### src/rtl/swfrm_pkg.sv
// ----------------------------------------------------------------------------
// Sliding-window frame rate meter package
// Shared sizes, constants and the job word passed from front to back end.
// ----------------------------------------------------------------------------
package swfrm_pkg;

   // Window and time stamp sizes.
   localparam int WINDOW_DEPTH = 10;
   localparam int STAMP_BITS   = 40;
   localparam int USEC_PER_SEC = 1000000;

   // Port widths of the result fields.
   localparam int FPS_BITS   = 26;
   localparam int FRAME_BITS = 7;

   // Derived internal widths.
   localparam int IDX_BITS  = $clog2(WINDOW_DEPTH);
   localparam int CNT_BITS  = $clog2(WINDOW_DEPTH + 1);
   localparam int NUM_BITS  = $clog2((WINDOW_DEPTH - 1) * USEC_PER_SEC);
   localparam int STEP_BITS = $clog2(NUM_BITS);

   // Input item codes.
   localparam logic FUNC_EVENT = 1'b0;
   localparam logic FUNC_CLEAR = 1'b1;

   // Job word: what the back end has to compute for one item.
   typedef struct packed {
      logic                  divide;
      logic [CNT_BITS-1:0]   count;
      logic [NUM_BITS-1:0]   numer;
      logic [STAMP_BITS-1:0] duration;
   } job_type;

endpackage

### src/rtl/sliding_window_frame_rate_meter_core.sv
// ----------------------------------------------------------------------------
// Sliding-window frame rate meter
// Keeps the last frame time stamps in a ring and reports the rounded-up
// frame rate over the window for each input word.
// ----------------------------------------------------------------------------
// Usage:
//   Input words enter on req_push while req_full is low. A word with
//   req_func low is a frame event stamped with req_timestamp_us; a word
//   with req_func high clears the window. Each input word gives exactly
//   one result word, shown on rsp_fps and rsp_frames_in_window while
//   rsp_empty is low and taken with rsp_pop.
//   csr_we writes csr_wdata into the enable bit; while it is low, words
//   leave the window alone and report zero.
//   A word that needs a rate is written into the queue at its push, then
//   loaded by the back end once it is idle and divided by the serial
//   divider at one quotient bit per cycle (24 quotient bits at the
//   default depth); other words go from the queue straight to the
//   result stage. The back end takes no new word until the receiver
//   has popped the last result.
//   The front end updates the window at push time and a two-word queue
//   lets it keep accepting while the back end divides or the receiver
//   stalls; req_full rises when that queue is full.
//   Reset empties the window, sets enable and drops all pending words.
// ----------------------------------------------------------------------------
module sliding_window_frame_rate_meter_core (
   input  logic                               clock,
   input  logic                               reset,
   input  logic                               csr_we,
   input  logic                               csr_wdata,
   input  logic                               req_push,
   output logic                               req_full,
   input  logic                               req_func,
   input  logic [swfrm_pkg::STAMP_BITS-1:0]   req_timestamp_us,
   output logic                               rsp_empty,
   input  logic                               rsp_pop,
   output logic [swfrm_pkg::FPS_BITS-1:0]     rsp_fps,
   output logic [swfrm_pkg::FRAME_BITS-1:0]   rsp_frames_in_window
);

   logic               q_push;
   logic               q_full;
   logic               q_pop;
   logic               q_empty;
   swfrm_pkg::job_type push_job;
   swfrm_pkg::job_type pop_job;

   // Window keeper and job former.
   swfrm_front u_front (
      .clock            (clock),
      .reset            (reset),
      .csr_we           (csr_we),
      .csr_wdata        (csr_wdata),
      .req_push         (req_push),
      .req_func         (req_func),
      .req_timestamp_us (req_timestamp_us),
      .req_full         (req_full),
      .q_full           (q_full),
      .q_push           (q_push),
      .q_job            (push_job)
   );

   // Job queue between the two ends.
   swfrm_queue u_queue (
      .clock    (clock),
      .reset    (reset),
      .push     (q_push),
      .push_job (push_job),
      .full     (q_full),
      .pop      (q_pop),
      .pop_job  (pop_job),
      .empty    (q_empty)
   );

   // Divider and result stage.
   swfrm_back u_back (
      .clock                (clock),
      .reset                (reset),
      .q_empty              (q_empty),
      .q_job                (pop_job),
      .q_pop                (q_pop),
      .rsp_empty            (rsp_empty),
      .rsp_pop              (rsp_pop),
      .rsp_fps              (rsp_fps),
      .rsp_frames_in_window (rsp_frames_in_window)
   );

endmodule

### src/rtl/swfrm_front.sv
// ----------------------------------------------------------------------------
// Sliding-window frame rate meter front end
// Holds the enable register and the time stamp ring, updates the window
// for each accepted word and forms the division job for the back end.
// ----------------------------------------------------------------------------
module swfrm_front (
   input  logic                            clock,
   input  logic                            reset,
   input  logic                            csr_we,
   input  logic                            csr_wdata,
   input  logic                            req_push,
   input  logic                            req_func,
   input  logic [swfrm_pkg::STAMP_BITS-1:0] req_timestamp_us,
   output logic                            req_full,
   input  logic                            q_full,
   output logic                            q_push,
   output swfrm_pkg::job_type              q_job
);

   localparam int IDX_BITS = swfrm_pkg::IDX_BITS;
   localparam int CNT_BITS = swfrm_pkg::CNT_BITS;
   localparam int NUM_BITS = swfrm_pkg::NUM_BITS;
   localparam logic [IDX_BITS-1:0] LAST_SLOT = IDX_BITS'(swfrm_pkg::WINDOW_DEPTH - 1);
   localparam logic [CNT_BITS-1:0] FULL_COUNT = CNT_BITS'(swfrm_pkg::WINDOW_DEPTH);
   localparam logic [NUM_BITS-1:0] USEC_NUM = NUM_BITS'(swfrm_pkg::USEC_PER_SEC);

   logic                             enable_ff;
   logic [IDX_BITS-1:0]              oldest_ff, oldest_in;
   logic [IDX_BITS-1:0]              newest_ff, newest_in;
   logic                             empty_ff, empty_in;
   logic [swfrm_pkg::STAMP_BITS-1:0] stamp_ring_ff [swfrm_pkg::WINDOW_DEPTH];

   logic                             accept;
   logic                             event_wr;
   logic [IDX_BITS-1:0]              newest_next;
   logic [IDX_BITS-1:0]              oldest_next;
   logic [CNT_BITS-1:0]              count;
   logic [NUM_BITS-1:0]              count_ext;
   logic [swfrm_pkg::STAMP_BITS-1:0] duration;

   assign accept   = req_push && !q_full;
   assign req_full = q_full;
   assign q_push   = accept;
   assign event_wr = accept && enable_ff && (req_func == swfrm_pkg::FUNC_EVENT);

   // Slot arithmetic for the next frame event.
   always_comb begin
      newest_next = (newest_ff == LAST_SLOT) ? '0 : newest_ff + IDX_BITS'(1);
      oldest_next = (oldest_ff == LAST_SLOT) ? '0 : oldest_ff + IDX_BITS'(1);
   end

   // Window update and job formation.
   always_comb begin
      oldest_in = oldest_ff;
      newest_in = newest_ff;
      empty_in  = empty_ff;
      if (!empty_ff) begin
         newest_in = newest_next;
         if (newest_next == oldest_ff) begin
            oldest_in = oldest_next;
         end
      end
      empty_in = 1'b0;

      if (empty_ff) begin
         count = CNT_BITS'(1);
      end else if (oldest_in > newest_in) begin
         count = FULL_COUNT;
      end else begin
         count = CNT_BITS'(newest_in - oldest_in) + CNT_BITS'(1);
      end

      // A zero span counts as one microsecond.
      duration = req_timestamp_us - stamp_ring_ff[oldest_in];
      if (duration == '0) begin
         duration = swfrm_pkg::STAMP_BITS'(1);
      end
      count_ext = NUM_BITS'(count - CNT_BITS'(1));

      q_job.divide   = 1'b0;
      q_job.count    = '0;
      q_job.numer    = count_ext * USEC_NUM - NUM_BITS'(1);
      q_job.duration = duration;
      if (enable_ff && (req_func == swfrm_pkg::FUNC_EVENT)) begin
         q_job.divide = (count > CNT_BITS'(1));
         q_job.count  = count;
      end
   end

   // Control state: enable, ring indices and empty flag.
   always_ff @(posedge clock) begin
      if (reset) begin
         enable_ff <= 1'b1;
         oldest_ff <= '0;
         newest_ff <= '0;
         empty_ff  <= 1'b1;
      end else begin
         if (csr_we) begin
            enable_ff <= csr_wdata;
         end
         if (accept && enable_ff) begin
            if (req_func == swfrm_pkg::FUNC_CLEAR) begin
               oldest_ff <= '0;
               newest_ff <= '0;
               empty_ff  <= 1'b1;
            end else begin
               oldest_ff <= oldest_in;
               newest_ff <= newest_in;
               empty_ff  <= empty_in;
            end
         end
      end
   end

   // Time stamp ring, written at the newest slot.
   always_ff @(posedge clock) begin
      if (event_wr) begin
         stamp_ring_ff[newest_in] <= req_timestamp_us;
      end
   end

endmodule

### src/rtl/swfrm_queue.sv
// ----------------------------------------------------------------------------
// Sliding-window frame rate meter job queue
// Two-entry queue of job words between the front and back ends.
// ----------------------------------------------------------------------------
module swfrm_queue (
   input  logic               clock,
   input  logic               reset,
   input  logic               push,
   input  swfrm_pkg::job_type push_job,
   output logic               full,
   input  logic               pop,
   output swfrm_pkg::job_type pop_job,
   output logic               empty
);

   logic               wr_ptr_ff;
   logic               rd_ptr_ff;
   logic [1:0]         fill_ff;
   swfrm_pkg::job_type slot_ff [2];

   logic do_push;
   logic do_pop;

   assign full    = (fill_ff == 2'd2);
   assign empty   = (fill_ff == 2'd0);
   assign do_push = push && !full;
   assign do_pop  = pop && !empty;
   assign pop_job = slot_ff[rd_ptr_ff];

   // Pointers and fill level.
   always_ff @(posedge clock) begin
      if (reset) begin
         wr_ptr_ff <= 1'b0;
         rd_ptr_ff <= 1'b0;
         fill_ff   <= 2'd0;
      end else begin
         if (do_push) begin
            wr_ptr_ff <= !wr_ptr_ff;
         end
         if (do_pop) begin
            rd_ptr_ff <= !rd_ptr_ff;
         end
         if (do_push && !do_pop) begin
            fill_ff <= fill_ff + 2'd1;
         end else if (do_pop && !do_push) begin
            fill_ff <= fill_ff - 2'd1;
         end
      end
   end

   // Entry storage.
   always_ff @(posedge clock) begin
      if (do_push) begin
         slot_ff[wr_ptr_ff] <= push_job;
      end
   end

endmodule

### src/rtl/swfrm_back.sv
// ----------------------------------------------------------------------------
// Sliding-window frame rate meter back end
// Takes jobs from the queue, runs a one-bit-per-cycle restoring divider
// and holds the result word until the receiver pops it.
// ----------------------------------------------------------------------------
module swfrm_back (
   input  logic                               clock,
   input  logic                               reset,
   input  logic                               q_empty,
   input  swfrm_pkg::job_type                 q_job,
   output logic                               q_pop,
   output logic                               rsp_empty,
   input  logic                               rsp_pop,
   output logic [swfrm_pkg::FPS_BITS-1:0]     rsp_fps,
   output logic [swfrm_pkg::FRAME_BITS-1:0]   rsp_frames_in_window
);

   localparam int NUM_BITS  = swfrm_pkg::NUM_BITS;
   localparam int STAMP_BITS = swfrm_pkg::STAMP_BITS;
   localparam int STEP_BITS = swfrm_pkg::STEP_BITS;
   localparam int FPS_BITS  = swfrm_pkg::FPS_BITS;

   typedef enum logic [1:0] {
      ST_IDLE,
      ST_DIVIDE,
      ST_HOLD
   } state_type;

   state_type                      state_ff;
   logic [STEP_BITS-1:0]           step_ff;
   logic [NUM_BITS-1:0]            quot_ff, quot_in;
   logic [STAMP_BITS-1:0]          rem_ff, rem_in;
   logic [STAMP_BITS-1:0]          divisor_ff;
   logic [FPS_BITS-1:0]            fps_ff;
   logic [swfrm_pkg::FRAME_BITS-1:0] frames_ff;

   logic [STAMP_BITS:0]            rem_shift;
   logic [STAMP_BITS:0]            rem_diff;

   assign q_pop                = (state_ff == ST_IDLE) && !q_empty;
   assign rsp_empty            = (state_ff != ST_HOLD);
   assign rsp_fps              = fps_ff;
   assign rsp_frames_in_window = frames_ff;

   // One restoring division step.
   always_comb begin
      rem_shift = {rem_ff, quot_ff[NUM_BITS-1]};
      rem_diff  = rem_shift - {1'b0, divisor_ff};
      quot_in   = {quot_ff[NUM_BITS-2:0], !rem_diff[STAMP_BITS]};
      rem_in    = rem_diff[STAMP_BITS] ? rem_shift[STAMP_BITS-1:0]
                                       : rem_diff[STAMP_BITS-1:0];
   end

   // Sequencer with the divider registers and the result word.
   always_ff @(posedge clock) begin
      if (reset) begin
         state_ff <= ST_IDLE;
      end else begin
         case (state_ff)
            ST_IDLE: begin
               if (!q_empty) begin
                  frames_ff  <= swfrm_pkg::FRAME_BITS'(q_job.count);
                  quot_ff    <= q_job.numer;
                  rem_ff     <= '0;
                  divisor_ff <= q_job.duration;
                  step_ff    <= STEP_BITS'(NUM_BITS - 1);
                  fps_ff     <= '0;
                  state_ff   <= q_job.divide ? ST_DIVIDE : ST_HOLD;
               end
            end
            ST_DIVIDE: begin
               quot_ff <= quot_in;
               rem_ff  <= rem_in;
               step_ff <= step_ff - STEP_BITS'(1);
               if (step_ff == '0) begin
                  // Ceiling: floor((n*1e6 - 1) / d) + 1.
                  fps_ff   <= FPS_BITS'(quot_in) + FPS_BITS'(1);
                  state_ff <= ST_HOLD;
               end
            end
            ST_HOLD: begin
               if (rsp_pop) begin
                  state_ff <= ST_IDLE;
               end
            end
            default: begin
               state_ff <= ST_IDLE;
            end
         endcase
      end
   end

   // A held result stays until it is popped.
   a_hold_until_pop: assert property (@(posedge clock) disable iff (reset)
      (state_ff == ST_HOLD) && !rsp_pop |=> (state_ff == ST_HOLD) && $stable(rsp_fps))
      else $error("result word changed before it was popped");

   // A window of fewer than two frames reports zero rate.
   a_zero_rate: assert property (@(posedge clock) disable iff (reset)
      (state_ff == ST_HOLD) && (rsp_frames_in_window < 2) |-> (rsp_fps == '0))
      else $error("nonzero rate for a window of fewer than two frames");

   // A popped result empties the output stage.
   a_pop_empties: assert property (@(posedge clock) disable iff (reset)
      (state_ff == ST_HOLD) && rsp_pop |=> rsp_empty)
      else $error("output stage still full after pop");

   // A job is only taken while the output stage is free.
   a_pop_when_idle: assert property (@(posedge clock) disable iff (reset)
      q_pop |-> rsp_empty && !q_empty)
      else $error("job taken while busy");

endmodule
### config.mk
export PLATFORM = sky130hd
export DESIGN_NAME = sliding_window_frame_rate_meter_core
export DESIGN_NICKNAME = d
export VERILOG_FILES = /design/src/rtl/swfrm_pkg.sv /design/src/rtl/sliding_window_frame_rate_meter_core.sv /design/src/rtl/swfrm_front.sv /design/src/rtl/swfrm_queue.sv /design/src/rtl/swfrm_back.sv
export SDC_FILE = /design/constraint.sdc
export NUM_CORES = 1
export LEC_CHECK = 0
export ABC_AREA = 1
export BUFFER_PORTS_ARGS = -buffer_cell sky130_fd_sc_hd__buf_2
export CORE_ASPECT_RATIO = 1.5
export CORE_UTILIZATION = 60
export DETAILED_ROUTE_END_ITERATION = 8
export GPL_TIMING_DRIVEN = 0
export PLACE_DENSITY = 0.83
export SLEW_MARGIN = 40
export SYNTH_ARGS = -nofsm -noshare
export SYNTH_HDL_FRONTEND = slang
export SYNTH_SLANG_ARGS = --single-unit
### constraint.sdc
create_clock -name clock -period 25.8 [get_ports clock]
set_clock_uncertainty 0.1 [all_clocks]
set_input_delay 0 -clock clock [delete_from_list [all_inputs] [get_ports clock]]
set_output_delay 0 -clock clock [all_outputs]
set_load 0.01 [all_outputs]
## Word level (Yosys, flattened, before mapping)

Memories as Yosys holds them, arrays and structs flattened. A register that Yosys moved wholly into a read port is not among the register bits.
Index checks and enable logic that the tools add are counted.

| cells by class | value |
|---|---|
| reductions and logical operators | 26 |
| $lt $le $gt $ge | 2 |
| multiplexer cells | 35 |
| add/sub/neg operators | 12 |
| equality and inequality tests | 10 |
| bitwise logic cells | 3 |
| $mul | 1 |

Operators with widths:

| operator | number |
|---|---|
| 2-to-1 mux 40 bit | 3 |
| one-hot mux 40 bit (2 select lines) | 1 |
| 2-to-1 mux 26 bit | 2 |
| one-hot mux 26 bit (2 select lines) | 1 |
| one-hot mux 24 bit (2 select lines) | 1 |
| subtractor 41 x 40 -> 41 bit | 1 |
| zero test 40 bit | 1 |
| subtractor 40 bit | 1 |
| 2-to-1 mux 4 bit | 9 |
| adder 24 x 1 -> 25 bit (second input constant) | 1 |
| multiplier 24 x 14 -> 18 bit (second input constant) | 1 |
| 2-to-1 mux 24 bit | 1 |
| subtractor 24 x 1 -> 24 bit (second input constant) | 1 |
| adder 4 x 1 -> 4 bit (second input constant) | 3 |
| 2-to-1 mux 2 bit | 6 |
| 2-to-1 mux 5 bit | 2 |
| one-hot mux 5 bit (2 select lines) | 1 |
| logical AND 1 bit | 9 |
| AND reduction 3 bit | 3 |
| == test 4 bit (second input constant) | 2 |
| zero test 1 bit | 7 |
| 2-to-1 mux 1 bit | 7 |
| inequality test 2 bit (second input constant) | 3 |
| one-hot mux 2 bit (3 select lines) | 1 |
| 16 further kinds | 21 |

| word-level totals | value |
|---|---|
| logic and storage cells | 105 |
| output and inout port bits | 35 |
| register bits | 155 |
| memories | 2 |
| RAM bits | 538 |

Memories:

| memory | depth | width | read ports | clocked after Yosys merged registers in | write ports | RTL line | RTL |
|---|---|---|---|---|---|---|---|
| u_front.stamp_ring_ff | 10 | 40 | 1 | 0 | 1 | swfrm_front.sv:31 | `logic [swfrm_pkg::STAMP_BITS-1:0] stamp_ring_ff [swfrm_pkg::WINDOW_DEPTH];` |
| u_queue.slot_ff | 2 | 69 | 1 | 1 | 1 | swfrm_queue.sv:19 | `swfrm_pkg::job_type slot_ff [2];` |

## Logic depth before layout (Yosys ltp)

| depth | value |
|---|---|
| word-level depth | 12 |
| depth in mapped cells | 45 |

## Modules after synthesis

A second synthesis with hierarchy kept.

| unflattened totals | value |
|---|---|
| cell total of the unflattened synthesis | 3514 |
| area, all modules | 35930.7 um^2 |

Modules (own cells, without submodules):

| module | cells an instance | instances | area an instance (um^2) |
|---|---|---|---|
| swfrm_front | 2255 | 1 | 22081.2 |
| swfrm_back | 1007 | 1 | 8585.7 |
| swfrm_queue | 252 | 1 | 5263.8 |

## Worst setup path after synthesis

No wires, ideal clock.

| timing path | value |
|---|---|
| path type | register -> register |
| from | reg u_front.newest_ff[1] |
| to | mem u_queue.slot_ff[0][63] in the netlist's numbering, data pin |
| data arrival time | 8.060 ns |
| data required time | 25.433 ns |
| path slack | 17.373 ns |
| stages on the path, launching flop included | 43 |
| library setup time | 0.267 ns |
| clock period less this slack | 8.427 ns |
| cell sequence | dfxtp_1 > buf_2 > nand2_1 > nand2_1 > nand2_1 > nand2_1 > nand3_2 > nor2_4 > nand3_4 > nor2_2 > nand2_1 > clkinv_1 > nand2_1 > nand3b_2 > inv_2 > buf_2 > ha_1 > nand2_1 > [... 7 more ...] > fa_1 > inv_1 > ha_1 > fa_1 > xor2_1 > xor2_1 > ha_1 > inv_1 > fa_1 > inv_1 > ha_1 > nand2_1 > nor2_1 > a211oi_1 > o311ai_0 > xnor2_1 > xnor2_1 > xor2_1 |

RTL lines:

| what | RTL line | RTL |
|---|---|---|
| start: declaration | swfrm_front.sv:29 | `logic [IDX_BITS-1:0] newest_ff, newest_in;` |
| start signal: assignment | swfrm_front.sv:108 | `newest_ff <= newest_in;` |
| end: declaration | swfrm_queue.sv:19 |  |

==> flow_summary_export.csv <==
group,metric,value,unit
synth,synth_top_cell_by_area,"edfxtp_1",
cells_and_area,layout-drive-gt1-share,0.0848,
synth,synth_edf_count,664,
synth,ys.flop_type,"edfxtp_1",
detailed_routing,first_iter_violations,2082,
clock_network,clockRootBuffer,"clkbuf_16",
timing,finalSetupTns,0,ns
clock_network,cts_inserted_buffers,61,
synth,avgSynthCellArea,9.51,sq um
timing,timing.final.crit_share,0.383,
pwr,power_leakage,16.6,nW
floorplanning,pin_count,82,
floorplanning,initial_core_util,0.607,
clock_network,cts_buffer_depth,3,
clock_network,cts_setup_buffers,0,
floorplanning,core,0.0578,sq mm
global_routing,grt_pass1_wl,151,mm
placement,place_congestion,0.999,
placement,io_buffers,77,
synth,synth_cell_type_count,56,
timing,rsz0062_at_grt,"no",
detailed_routing,totalWireLength,98.8,mm
timing,timing.hold.ws,0.0232,ns
synth,ys_seq_elements,681,
setup_path,cp.arrival,10.25,ns
clock_network,clkLatencyLatePin,0.65,ns
floorplanning,die_x,199,um
timing,setup_viol,0,
clock_network,cts_hold_buf,45,
min_path,hp-class,"in -> reg",
clock_network,htreeDepth,2,
run_status,status,"completed",
timing,worstMarginPinSlew,0.843,ns
synth,syn_inst,3688,
clock_network,path_clk_slew,0.07,ns
detailed_routing,vias,27101,
pwr,max-vdd-ir-drop,0.0592,mV
setup_path,cp_max_fo,19,
setup_path,slowest_stage,"o311ai_0",
synth,ys_seq_area_frac,0.578,
global_routing,grt_use_total,0.339,
synth,netlist_area,0.0351,sq mm
setup_path,worstPathRequired,26.17,ns
detailed_routing,viasPerCell,5.73,
floorplanning,die_h,298,um
setup_path,end_kind,"flip-flop",
timing,min_period,9.89,ns
synth,ys_warn_count,0,
floorplanning,num_rows,108,
timing,drv_slew,0,
clock_network,cts.sinks,681,
timing,hold_violations,0,
synth,ys_async_sr_fraction,0,
detailed_routing,first_pass_iters,5,
setup_path,critPathMaxStageDelay,0.73,ns
flow_run,cap_viol_max_count,0,
pwr,p_per_area,90.3,mW/mm^2
detailed_routing,antenna_left,0,
placement,dp_hpwl,73.7,mm
global_routing,antenna_found_initial,0,
clock_network,cts_resized,0,
cells_and_area,fin_nets,4114,
setup_path,cp-start-kind,"flip-flop",
cells_and_area,area_growth,13.7,%
detailed_routing,drc,0,
setup_path,crit_type,"reg -> reg",
synth,synth_top_area_frac,0.568,
timing,max_freq,0.101,GHz
floorplanning,dieArea,0.0595,sq mm
global_routing,grt_pass1_vias,27679,
clock_network,cts_tree,"yes",
global_routing,grt_max_degree,25,
global_routing,overflow,0,
synth,ys_top_cells_by_area,"edfxtp_1, nand2_1, nand3_1, ha_1, inv_1",
timing,slew_headroom,0.438,
detailed_routing,wl_per_cell,20.9,um
==> through the flow <==
step | total power [mW] | cell area, sq um | instances | utilization | worst slack, ns
2_1_floorplan | 2.21 | 35100 | 3691 | - | 17.37
3_3_place_gp | 2.52 | 36500 | 4538 | 0.630 | 15.42
3_5_place_dp | 2.58 | 37200 | 4570 | 0.643 | 15.90
4_1_cts | 3.59 | 39900 | 4730 | 0.690 | 15.88
5_1_grt | 3.77 | 39900 | 4730 | 0.690 | 15.29
6_report | 3.60 | 39900 | 4731 | 0.690 | 15.91
==> state kept, by name, summed over array words and instances, names as in the netlist, named ones only <==
register and count:
u_queue.fill_ff 2, u_queue.rd_ptr_ff 1, u_back.state_ff 2, u_back.rsp_fps 25
u_front.newest_ff 4, u_front.empty_ff 1, u_front.enable_ff 1, u_front.oldest_ff 4
u_back.step_ff 5, u_back.quot_ff 24, u_front.stamp_ring_ff 400, u_back.rem_ff 40
u_queue.slot_ff 126, u_back.divisor_ff 40, u_back.rsp_frames_in_window 4, u_queue.wr_ptr_ff 1
==> critical path, delay by kind of cell (launching register included) <==
kind / cells / cell delay (ns)
adders and majority gates: 9 / 3.49
DFF: 1 / 0.30
buffers and inverters: 10 / 1.74
and+or+nand+nor: 13 / 2.24
xor gates and xnor gates: 6 / 1.14
AOI/OAI and AO/OA: 1 / 0.73
==> routing by layer <==
layer | routed length [um] | vias up | track usage
li1 | - | 12884 | -
met1 | 32800 | 12750 | 0.345
met2 | 51900 | 1123 | 0.616
met3 | 5490 | 344 | 0.0412
met4 | 8650 | 0 | 0.265
met5 | 0 | - | 0
==> kinds of logic (layout without fill, tap and decap cells) <==
group / after synthesis / in the layout / synth area share
other: 1 / 5 / 0.000107
adder cells (fa/ha/maj): 159 / 159 / 0.0614
AND/OR/NAND/NOR: 1882 / 1882 / 0.224
AO/OA/AOI/OAI: 373 / 373 / 0.0587
flip-flops: 681 / 681 / 0.578
buffers and inverters: 516 / 785 / 0.0590
XOR/XNOR: 76 / 76 / 0.0190
==> cell usage in the layout (no fill, tap or decap), types with 4 or more instances in the layout <==
cell type         n
xor2_1           35
clkinv_2          9
a21o_1           11
nor2_1          210
nor4_1            7
o21ai_0         108
inv_1           388
a21oi_1         180
clkinv_1          7
clkbuf_1         42
o21ai_1           4
nand2_1        1149
dfxtp_1          17
nor3_1           20
o21a_1            7
buf_4            11
clkbuf_16        63
inv_2             6
ha_1            137
clkinvlp_4        8
nand3_1         407
clkinv_4          5
o21bai_1         11
nand4_1          34
buf_16           10
nor2_4           18
buf_2           137
a22oi_1          10
dlygate4sd3_1    45
or2_2             8
a21boi_0          4
buf_8            22
fa_1             22
a31oi_1          18
xnor2_1          41
buf_1             7
nand3b_1         14
bufinv_16        14
conb_1            4
edfxtp_1        664
==> final timing paths <==
kind	startpoint	to	slack, ns	cells after the start
max	u_front.newest_ff[1]$_SDFFE_PP0P_	u_queue.slot_ff[0][63]$_DFFE_PP_	15.91	39
min	req_push	u_queue.wr_ptr_ff$_SDFFE_PP0P_	0.02	4
max reg2reg	u_front.newest_ff[1]$_SDFFE_PP0P_	u_queue.slot_ff[0][63]$_DFFE_PP_	15.91	39
min reg2reg	u_queue.rd_ptr_ff$_SDFFE_PP0P_	u_queue.rd_ptr_ff$_SDFFE_PP0P_	0.35	1
==> where the power goes <==
part           leakage [nW]  switching [mW]  total, mW  internal (mW)
Combinational          9.35           0.768       1.12          0.353
Sequential             6.18          0.0498       1.46           1.41
Clock                  1.09           0.424       1.02          0.596
Total                  16.6            1.24       3.60           2.36
==> synth_stat cells (all sizes together) (2+ instances only) <==
cell     count
edfxtp     664
nand3      410
a211oi       3
xor2        35
a21o        11
o21bai      11
clkbuf      41
nor3        21
inv        394
dfxtp       17
o311ai       2
nor2       231
nand4       34
xnor2       41
ha         137
nand3b      15
o22ai        2
nand2     1151
o2111ai      2
or2          9
fa          22
a21boi       4
a31oi       18
o21a         7
and3         3
o211ai       3
buf         80
o21ai      113
a22oi       10
a21oi      181
nor4         7
==> area by class of cell <==
| class | instances | area [sq um] |
|---|---|---|
| sequential | 681 | 20300 |
| fill | 4261 | 17900 |
| multi-input combinational | 2494 | 12900 |
| clock buffer | 68 | 1620 |
| inverter | 395 | 1480 |
| timing repair buffer | 154 | 1440 |
| tap | 770 | 963 |
| clock inverter | 47 | 659 |
| buffer | 121 | 588 |
| antenna | 1 | 2.50 |
No activity file was read; power rests on OpenSTA's default activity.
